## src/design/hrms_pkg.sv

```systemverilog
// ----------------------------------------------------------------------------
// hrms_pkg: shared types and constants of the run-merge sorter
// Element width, default depth and the structs passed between sorter cells.
// ----------------------------------------------------------------------------
package hrms_pkg;

   localparam int HRMS_VALUE_WIDTH = 32;
   localparam int HRMS_MAX_ELEMENTS = 64;

   typedef logic signed [HRMS_VALUE_WIDTH-1:0] hrms_value_type;

   // what one cell shows its neighbors
   typedef struct packed {
      logic           occ;   // cell holds an element
      logic           le;    // held element <= insert key
      hrms_value_type val;   // held element
   } hrms_link_type;

   // command broadcast to every cell
   typedef struct packed {
      logic           insert;  // place key into the sorted row
      logic           shift;   // move the row one cell toward the head
      hrms_value_type key;     // element being inserted
   } hrms_ctrl_type;

endpackage

```

## src/design/hrms_cell.sv

```systemverilog
// ----------------------------------------------------------------------------
// hrms_cell: one slot of the systolic insertion row
// Holds one element; on insert it keeps, takes the key or takes its left
// neighbor's element; on drain it takes its right neighbor's element.
// ----------------------------------------------------------------------------
module hrms_cell
   import hrms_pkg::*;
(
   input  logic          clock,
   input  logic          reset,
   input  hrms_ctrl_type ctrl,
   input  hrms_link_type left_link,
   input  hrms_link_type right_link,
   output hrms_link_type link
);

   logic           occ_ff, occ_in;
   hrms_value_type val_ff, val_in;
   logic           le;

   // held element stays in front of the key
   assign le = occ_ff && (val_ff <= ctrl.key);
   assign link = '{occ: occ_ff, le: le, val: val_ff};

   // next contents
   always_comb begin
      occ_in = occ_ff;
      val_in = val_ff;
      if (ctrl.insert) begin
         if (!le) begin
            occ_in = occ_ff | left_link.occ;
            val_in = left_link.le ? ctrl.key : left_link.val;
         end
      end else if (ctrl.shift) begin
         occ_in = right_link.occ;
         val_in = right_link.val;
      end
   end

   always_ff @(posedge clock) begin
      if (reset) begin
         occ_ff <= 1'b0;
      end else begin
         occ_ff <= occ_in;
      end
      val_ff <= val_in;
   end

endmodule

```

## config.mk

```make
export PLATFORM = sky130hd
export DESIGN_NAME = hrms_cell
export DESIGN_NICKNAME = d
export VERILOG_FILES = /design/src/design/hrms_pkg.sv /design/src/design/hrms_cell.sv
export SDC_FILE = /design/constraint.sdc
export NUM_CORES = 1
export LEC_CHECK = 0
export BUFFER_PORTS_ARGS = -buffer_cell sky130_fd_sc_hd__clkbuf_2
export CORE_ASPECT_RATIO = 0.6
export CORE_MARGIN = 1.5
export CORE_UTILIZATION = 40
export CTS_CLUSTER_DIAMETER = 200
export DETAILED_ROUTE_END_ITERATION = 16
export GPL_TIMING_DRIVEN = 1
export HOLD_SLACK_MARGIN = 0.02
export PLACE_DENSITY_LB_ADDON = 0.15
export SYNTH_ARGS = -nofsm -noshare
export SYNTH_HDL_FRONTEND = slang
export SYNTH_SLANG_ARGS = --single-unit
```

## constraint.sdc

```tcl
create_clock -name clock -period 4 [get_ports clock]
set_clock_uncertainty 0.1 [all_clocks]
set_input_delay 0.4 -clock clock [delete_from_list [all_inputs] [get_ports clock]]
set_output_delay 0.4 -clock clock [all_outputs]
set_load 0.02 [all_outputs]
```

==> results of run 1 <==
registers in the layout, indices dropped and copies added (netlist names):
name,count
occ_ff,1
val_ff,32
worst max-delay path, delay by kind of cell (launching register included):
kind                     cells  cell delay, ps
flip-flops                   1             410
AO/OA/AOI/OAI                2             780
adder cells (fa/ha/maj)      1             330
buffers and inverters        1             250
AND/OR/NAND/NOR              3            1130
stage by stage:
stage | area (um^2) | util, % | power (uW) | setup WS, ps
after floorplan | 2530 | - | 660 | 336
after global placement | 3290 | 53.9 | 788 | 574
after detailed placement | 3290 | 53.9 | 795 | 560
after CTS | 3370 | 55.2 | 1040 | 644
after global routing | 3370 | 55.2 | 1100 | 483
final | 3370 | 55.2 | 1020 | 700
how the worst max path moves through the flow:
stage,startpoint,to,cells after the start
finish,val_ff[27],val_ff[16],7
global route,val_ff[31],val_ff[2],7
CTS,val_ff[31],val_ff[0],7
detailed placement,ctrl[30],val_ff[30],9
global placement,ctrl[31],val_ff[17],9
floorplan,val_ff[30],val_ff[0],6
synthesized netlist by cell type, drive strengths merged:
| library cell | n | share of area [%] |
|---|---|---|
| o211a | 1 | 0.40 |
| nand2 | 8 | 1.2 |
| a21oi | 43 | 8.5 |
| o21ai | 3 | 0.59 |
| a31o | 1 | 0.35 |
| ha | 32 | 16 |
| a21boi | 1 | 0.30 |
| and3 | 1 | 0.25 |
| inv | 33 | 4.9 |
| nor3b | 1 | 0.30 |
| a221oi | 2 | 0.69 |
| mux2i | 32 | 13 |
| or3 | 1 | 0.25 |
| dfxtp | 1 | 0.79 |
| a41oi | 1 | 0.64 |
| nor3 | 1 | 0.20 |
| nor2b | 1 | 0.25 |
| nor4 | 2 | 0.49 |
| nor2 | 36 | 5.3 |
| edfxtp | 32 | 38 |
| mux2 | 1 | 0.45 |
| a2111oi | 1 | 0.35 |
| a211oi | 1 | 0.30 |
| nand2b | 1 | 0.35 |
| clkbuf | 7 | 1.0 |
| nand3 | 3 | 0.59 |
| o31ai | 1 | 0.30 |
| or4 | 1 | 0.45 |
| o211ai | 1 | 0.30 |
| nand4 | 8 | 2.2 |
| nand4b | 1 | 0.35 |
| buf | 7 | 1.3 |
cell families after synthesis:
kind of cell | count (synthesis)
AOI/OAI and AO/OA | 56
adders and majority gates | 32
and+or+nand+nor | 65
buffers and inverters | 47
muxes | 33
DFF | 33
routing by layer:
metal	vias to the layer above	global-route usage (%)	share of wire, %
li1	1223	-	-
met1	1016	26.9	51
met2	65	28.8	41
met3	2	4.93	6.7
met4	0	3.55	0.40
met5	-	0	0
layout make-up:
cell class,instances,share of cell area [%]
multi-input combinational,186,40.7
sequential,33,29.1
timing repair buffer,138,21.0
inverter,33,3.67
tap,84,3.12
clock buffer,8,2.37
cell usage in the layout, fill, tap and decap left out, types with 2 or more instances in the layout:
master / n
sky130_fd_sc_hd__o21ai_0: 2
sky130_fd_sc_hd__mux2i_1: 32
sky130_fd_sc_hd__nor2_1: 36
sky130_fd_sc_hd__nand3_1: 3
sky130_fd_sc_hd__a21oi_1: 43
sky130_fd_sc_hd__edfxtp_1: 32
sky130_fd_sc_hd__inv_1: 33
sky130_fd_sc_hd__nor4_1: 2
sky130_fd_sc_hd__nand2_1: 8
sky130_fd_sc_hd__ha_1: 32
sky130_fd_sc_hd__clkbuf_1: 3
sky130_fd_sc_hd__clkbuf_2: 136
sky130_fd_sc_hd__a221oi_1: 2
sky130_fd_sc_hd__clkbuf_8: 5
sky130_fd_sc_hd__nand4_1: 7
power by group:
part,switching [uW],leakage (uW),internal [uW],total (uW)
sequential,21.6,0.000325,428,449
clock,113,0.0000395,124,236
combinational,192,0.00140,144,336
==> impl_metrics.xml, run 1 <==
<?xml version="1.0" encoding="UTF-8"?>
<metrics>
  <group name="sta">
    <metric name="achievable-frequency" unit="MHz">303</metric>
    <metric name="finalHoldViolCount" unit="">0</metric>
    <metric name="max-slew-margin-rel" unit="%">26.4</metric>
    <metric name="finalSetupTns" unit="ps">0</metric>
    <metric name="setup_viol" unit="">0</metric>
    <metric name="final_min_period_over_clock_period" unit="%">82.5</metric>
    <metric name="setup_repair_after_global_routing_missed_its_margin" unit="">false</metric>
    <metric name="holdWs" unit="ps">188</metric>
    <metric name="shortest_clock_period_the_worst_path_allows_after_layout" unit="ps">3300</metric>
    <metric name="report.final.slew_viol_count" unit="">0</metric>
    <metric name="worst_tran_pin_value" unit="ps">1100</metric>
  </group>
  <group name="global_routing">
    <metric name="overflow" unit="">0</metric>
    <metric name="grt_pass1_vias" unit="">2174</metric>
    <metric name="global_route_wire_length_before_repair" unit="um">10000</metric>
    <metric name="grt_start_max_net_pins" unit="">66</metric>
    <metric name="grt_antenna_before_repair" unit="">0</metric>
    <metric name="overall_track_demand_over_capacity_in_global_routing" unit="%">18.8</metric>
  </group>
  <group name="die">
    <metric name="placementRows" unit="">22</metric>
    <metric name="top_level_pins" unit="">138</metric>
    <metric name="initial_core_util" unit="%">41.4</metric>
    <metric name="coreArea" unit="mm^2">0.00611</metric>
    <metric name="die_h" unit="um">64.6</metric>
    <metric name="horizontal_die_dimension" unit="um">106</metric>
    <metric name="die-area" unit="mm^2">0.00682</metric>
  </group>
  <group name="synth">
    <metric name="synth_cell_types" unit="">35</metric>
    <metric name="synth-compound-area-share" unit="%">12.7</metric>
    <metric name="number_of_instances_in_the_synthesized_netlist" unit="">266</metric>
    <metric name="synth.ff_latch_count" unit="">33</metric>
    <metric name="yosys.area_share.xor_xnor" unit="%">0</metric>
    <metric name="yosys.area_share.adder" unit="%">15.8</metric>
    <metric name="yosys_warnings" unit="">0</metric>
    <metric name="synthesis.nets" unit="">402</metric>
    <metric name="dominant_combinational_cell_family_by_area_after_synthesis" unit="">adder cells</metric>
    <metric name="synthSimpleGateAreaFrac" unit="%">12.2</metric>
    <metric name="synthesis.area_per_instance" unit="um^2">9.50</metric>
    <metric name="syn-cell-area" unit="mm^2">0.00253</metric>
    <metric name="seq_area_frac_synth" unit="%">38.8</metric>
    <metric name="post_synth_mux_area_share" unit="%">13.1</metric>
  </group>
  <group name="setup_path">
    <metric name="worstSetupEndpointType" unit="">flop</metric>
    <metric name="critPathSlowestCell" unit="">sky130_fd_sc_hd__or4_4</metric>
    <metric name="worstRegToRegCells" unit="">7</metric>
    <metric name="worstReg2RegEnd" unit="">val_ff[16]</metric>
    <metric name="r2r_slack" unit="ps">700</metric>
    <metric name="worst_r2r_src" unit="">val_ff[27]</metric>
    <metric name="arrival_time_of_data_at_the_critical_path_endpoint" unit="ps">3180</metric>
    <metric name="timing.critical_path.cells" unit="">ha_1 -&gt; nand4_1 -&gt; or3_1 -&gt; or4_4 -&gt; a31o_1 -&gt; a41oi_4 -&gt; buf_12</metric>
    <metric name="critical_path_peak_fanout" unit="">21</metric>
    <metric name="worst-setup-path-type" unit="">reg2reg</metric>
    <metric name="startpoint_type" unit="">flop</metric>
    <metric name="worstPathRequired" unit="ps">3880</metric>
    <metric name="worst_path_largest_cell_delay" unit="ps">550</metric>
  </group>
  <group name="hold_path">
    <metric name="holdPathStages" unit="">2</metric>
    <metric name="hold_path.class" unit="">in2reg</metric>
    <metric name="worst_hold_path.endpoint" unit="">occ_ff</metric>
    <metric name="worst_hold_launch" unit="">reset</metric>
  </group>
  <group name="clocking">
    <metric name="worstSkewPairLatency" unit="ps">270</metric>
    <metric name="cts_hold_repair.buffers" unit="">0</metric>
    <metric name="htreeDepth" unit="">2</metric>
    <metric name="cts_inserted_buffers" unit="">5</metric>
    <metric name="post_cts_setup_buffer_count" unit="">0</metric>
    <metric name="cts-root-to-sink-buffers" unit="">2</metric>
    <metric name="cts_root_buf" unit="">sky130_fd_sc_hd__clkbuf_8</metric>
    <metric name="cts_sinks" unit="">33</metric>
    <metric name="cts_tree" unit="">yes</metric>
    <metric name="cts_resized" unit="">0</metric>
    <metric name="clk_pin_slew" unit="ps">70</metric>
  </group>
  <group name="job">
    <metric name="total_of_max_cap_violations" unit="">0</metric>
  </group>
  <group name="power_and_ir_drop">
    <metric name="p_per_area" unit="mW/mm^2">303</metric>
    <metric name="p_leak" unit="uW">0.00177</metric>
    <metric name="vdd_ir_drop_max" unit="mV">0.121</metric>
  </group>
  <group name="outcome">
    <metric name="outcome" unit="">complete, no violations</metric>
  </group>
  <group name="route">
    <metric name="route.detailed.vias_per_inst" unit="">4.78</metric>
    <metric name="detailroute.via_count" unit="">2306</metric>
    <metric name="route.antenna.remaining_nets" unit="">0</metric>
    <metric name="detail_route.iter0.violations" unit="">72</metric>
    <metric name="drc" unit="">0</metric>
    <metric name="detailedRoute.firstPassIterationCount" unit="">4</metric>
    <metric name="routed_wl" unit="um">6210</metric>
    <metric name="avgRoutedWirePerCell" unit="um">12.9</metric>
  </group>
  <group name="layout">
    <metric name="finish.net_count" unit="">533</metric>
    <metric name="diodes" unit="">0</metric>
    <metric name="area.sequential" unit="um^2">981</metric>
    <metric name="combined_area_of_the_multi_input_logic_cells" unit="mm^2">0.00137</metric>
    <metric name="share_of_final_layout_standard_cells_stronger_than_drive_strength_1" unit="%">37.2</metric>
    <metric name="area_grow_syn2layout" unit="%">33.4</metric>
    <metric name="layout.filler_cells" unit="">593</metric>
    <metric name="post_layout_nonfiller_instances" unit="">482</metric>
  </group>
  <group name="place">
    <metric name="place.detailed.instances" unit="">474</metric>
    <metric name="detailedPlacementHpwl" unit="um">5020</metric>
    <metric name="routabilityCongestion" unit="">0.779</metric>
    <metric name="io_buffers" unit="">136</metric>
  </group>
</metrics>
No activity file was read; power rests on OpenSTA's default activity.
==> inputs of run 2 (changes only) <==
- clock period: 4 -> 3.42 ns (I/O delays scaled with it)
==> impl_metrics.xml, run 2 (same netlist as run 1, synthesis figures left out) <==
<?xml version="1.0" encoding="UTF-8"?>
<metrics>
  <group name="setup_path">
    <metric name="critical_path_peak_fanout" unit="">4</metric>
    <metric name="crit_cells" unit="">7</metric>
    <metric name="worstPathRequired" unit="ps">2980</metric>
    <metric name="worstRegToRegCells" unit="">7</metric>
    <metric name="critPathSlowestCell" unit="">sky130_fd_sc_hd__or4_4</metric>
    <metric name="worstSetupEndpointType" unit="">primary output</metric>
    <metric name="startpoint_type" unit="">flop</metric>
    <metric name="timing.critical_path.cells" unit="">ha_1 -&gt; nand4_2 -&gt; or3_1 -&gt; or4_4 -&gt; a31o_1 -&gt; and3_1 -&gt; clkbuf_2</metric>
    <metric name="worst-setup-path-type" unit="">reg2out</metric>
    <metric name="cp_num_buf_inv" unit="">1</metric>
    <metric name="worst_path_largest_cell_delay" unit="ps">550</metric>
    <metric name="arrival_time_of_data_at_the_critical_path_endpoint" unit="ps">2720</metric>
    <metric name="largest_delay_share_family_worst_path" unit="">simple AND/OR/NAND/NOR gates</metric>
  </group>
  <group name="route">
    <metric name="routed_wl" unit="um">6290</metric>
    <metric name="drc" unit="">0</metric>
    <metric name="detail_route.iter0.violations" unit="">92</metric>
    <metric name="route.antenna.remaining_nets" unit="">0</metric>
    <metric name="avgRoutedWirePerCell" unit="um">13.0</metric>
    <metric name="detailedRoute.firstPassIterationCount" unit="">4</metric>
    <metric name="route.detailed.vias_per_inst" unit="">4.89</metric>
    <metric name="detailroute.via_count" unit="">2362</metric>
  </group>
  <group name="sta">
    <metric name="setup_repair_after_global_routing_missed_its_margin" unit="">false</metric>
    <metric name="finalSetupTns" unit="ps">0</metric>
    <metric name="achievable-frequency" unit="MHz">316</metric>
    <metric name="finalWorstSetupSlack" unit="ps">260</metric>
    <metric name="max-slew-margin-rel" unit="%">24.9</metric>
    <metric name="report.final.slew_viol_count" unit="">0</metric>
    <metric name="setup_viol" unit="">0</metric>
    <metric name="shortest_clock_period_the_worst_path_allows_after_layout" unit="ps">3160</metric>
    <metric name="worst_tran_pin_value" unit="ps">1130</metric>
    <metric name="final_min_period_over_clock_period" unit="%">92.4</metric>
    <metric name="finalHoldViolCount" unit="">0</metric>
  </group>
  <group name="clocking">
    <metric name="htreeDepth" unit="">2</metric>
    <metric name="cts_tree" unit="">yes</metric>
    <metric name="post_cts_setup_buffer_count" unit="">0</metric>
    <metric name="cts-root-to-sink-buffers" unit="">2</metric>
    <metric name="cts_hold_repair.buffers" unit="">0</metric>
    <metric name="cts_sinks" unit="">33</metric>
    <metric name="cts_inserted_buffers" unit="">5</metric>
    <metric name="cts_resized" unit="">0</metric>
    <metric name="clk_pin_slew" unit="ps">70</metric>
    <metric name="worstSkewPairLatency" unit="ps">280</metric>
    <metric name="cts_root_buf" unit="">sky130_fd_sc_hd__clkbuf_8</metric>
  </group>
  <group name="global_routing">
    <metric name="grt_start_max_net_pins" unit="">37</metric>
    <metric name="busiest_layer" unit="">met2</metric>
    <metric name="grt_use_met1" unit="%">27.1</metric>
    <metric name="grt_antenna_before_repair" unit="">0</metric>
    <metric name="overflow" unit="">0</metric>
    <metric name="global_route_wire_length_before_repair" unit="um">9860</metric>
    <metric name="use_met2" unit="%">27.6</metric>
    <metric name="overall_track_demand_over_capacity_in_global_routing" unit="%">18.4</metric>
    <metric name="grt_pass1_vias" unit="">2092</metric>
    <metric name="gr-usage-met3" unit="%">4.43</metric>
  </group>
  <group name="place">
    <metric name="detailedPlacementHpwl" unit="um">5130</metric>
    <metric name="place.detailed.instances" unit="">475</metric>
    <metric name="pre_cts_ws" unit="ps">298</metric>
    <metric name="io_buffers" unit="">136</metric>
    <metric name="placement.cell_area" unit="mm^2">0.00330</metric>
    <metric name="routabilityCongestion" unit="">0.747</metric>
  </group>
  <group name="layout">
    <metric name="diodes" unit="">0</metric>
    <metric name="leading_cell_type_in_the_layout_fill_and_taps_excluded" unit="">sky130_fd_sc_hd__clkbuf_2</metric>
    <metric name="share_of_final_layout_standard_cells_stronger_than_drive_strength_1" unit="%">37.6</metric>
    <metric name="finish.net_count" unit="">534</metric>
    <metric name="largest_register_ffs" unit="">32</metric>
    <metric name="mostFrequentLayoutCells" unit="">136 x sky130_fd_sc_hd__clkbuf_2, 43 x sky130_fd_sc_hd__a21oi_1, 36 x sky130_fd_sc_hd__nor2_1</metric>
    <metric name="post_layout_nonfiller_instances" unit="">483</metric>
    <metric name="layout.filler_cells" unit="">602</metric>
    <metric name="area_grow_syn2layout" unit="%">34.1</metric>
    <metric name="max_flop_register" unit="">val_ff</metric>
    <metric name="layout_top_registers" unit="">val_ff x32, occ_ff x1</metric>
    <metric name="final_design_area_no_fill" unit="mm^2">0.00339</metric>
  </group>
  <group name="die">
    <metric name="coreArea" unit="mm^2">0.00611</metric>
    <metric name="top_level_pins" unit="">138</metric>
    <metric name="initial_core_util" unit="%">41.4</metric>
    <metric name="placementRows" unit="">22</metric>
    <metric name="die-area" unit="mm^2">0.00682</metric>
    <metric name="horizontal_die_dimension" unit="um">106</metric>
    <metric name="die_h" unit="um">64.6</metric>
  </group>
  <group name="hold_path">
    <metric name="hold_path.class" unit="">in2reg</metric>
    <metric name="holdPathStages" unit="">2</metric>
  </group>
  <group name="power_and_ir_drop">
    <metric name="p_per_area" unit="mW/mm^2">363</metric>
    <metric name="p_leak" unit="uW">0.00178</metric>
    <metric name="vdd_ir_drop_max" unit="mV">0.194</metric>
  </group>
  <group name="job">
    <metric name="total_of_max_cap_violations" unit="">0</metric>
  </group>
  <group name="outcome">
    <metric name="outcome" unit="">complete, no violations</metric>
  </group>
</metrics>
run 2: cell count changes in the layout (fill, tap and decap cells not counted):
| cell | previous run | this run |
|---|---|---|
| sky130_fd_sc_hd__clkbuf_1 | 3 | 2 |
| sky130_fd_sc_hd__clkbuf_8 | 5 | 6 |
| sky130_fd_sc_hd__buf_4 | 1 | 2 |
run 2: stage by stage:
stage | hold slack, ps | util [%] | power, uW
5_1_grt | 110 | 55.5 | 1300
3_3_place_gp | 412 | 54.0 | 923
6_report | 123 | 55.5 | 1230
4_1_cts | 117 | 55.5 | 1240
3_5_place_dp | 414 | 54.0 | 934
2_1_floorplan | 321 | - | 775
run 2: final timing paths:
check,startpoint,endpoint,slack (ps)
setup / recovery,val_ff[30],link[32],260
hold / removal,reset,occ_ff,120
setup reg to reg,val_ff[30],val_ff[28],370
hold reg to reg,occ_ff,occ_ff,510
run 2: worst register-to-register path: cells and delay by family, from the launching register on:
family / cells / cell delay [ps]
and+or+nand+nor: 3 / 1100
AOI/OAI and AO/OA: 2 / 530
DFF: 1 / 400
adders and majority gates: 1 / 350
buffers and inverters: 1 / 280
run 2: routing by layer:
metal | up-vias | routed length [um]
li1 | 1222 | -
met1 | 1062 | 3320
met2 | 74 | 2540
met3 | 4 | 389
met4 | 0 | 47
met5 | - | 0
run 2: layout make-up:
| type | count | area [um^2] | share of cell area (%) |
|---|---|---|---|
| Multi-Input combinational cell | 186 | 1370 | 40.5 |
| Sequential cell | 33 | 981 | 28.9 |
| Timing Repair Buffer | 139 | 716 | 21.1 |
| Inverter | 33 | 124 | 3.65 |
| Tap cell | 84 | 105 | 3.10 |
| Clock buffer | 8 | 90.1 | 2.66 |
run 2: report_power, final:
group | switching (uW) | internal [uW]
sequential | 26.9 | 500
combinational | 227 | 170
clock | 141 | 164
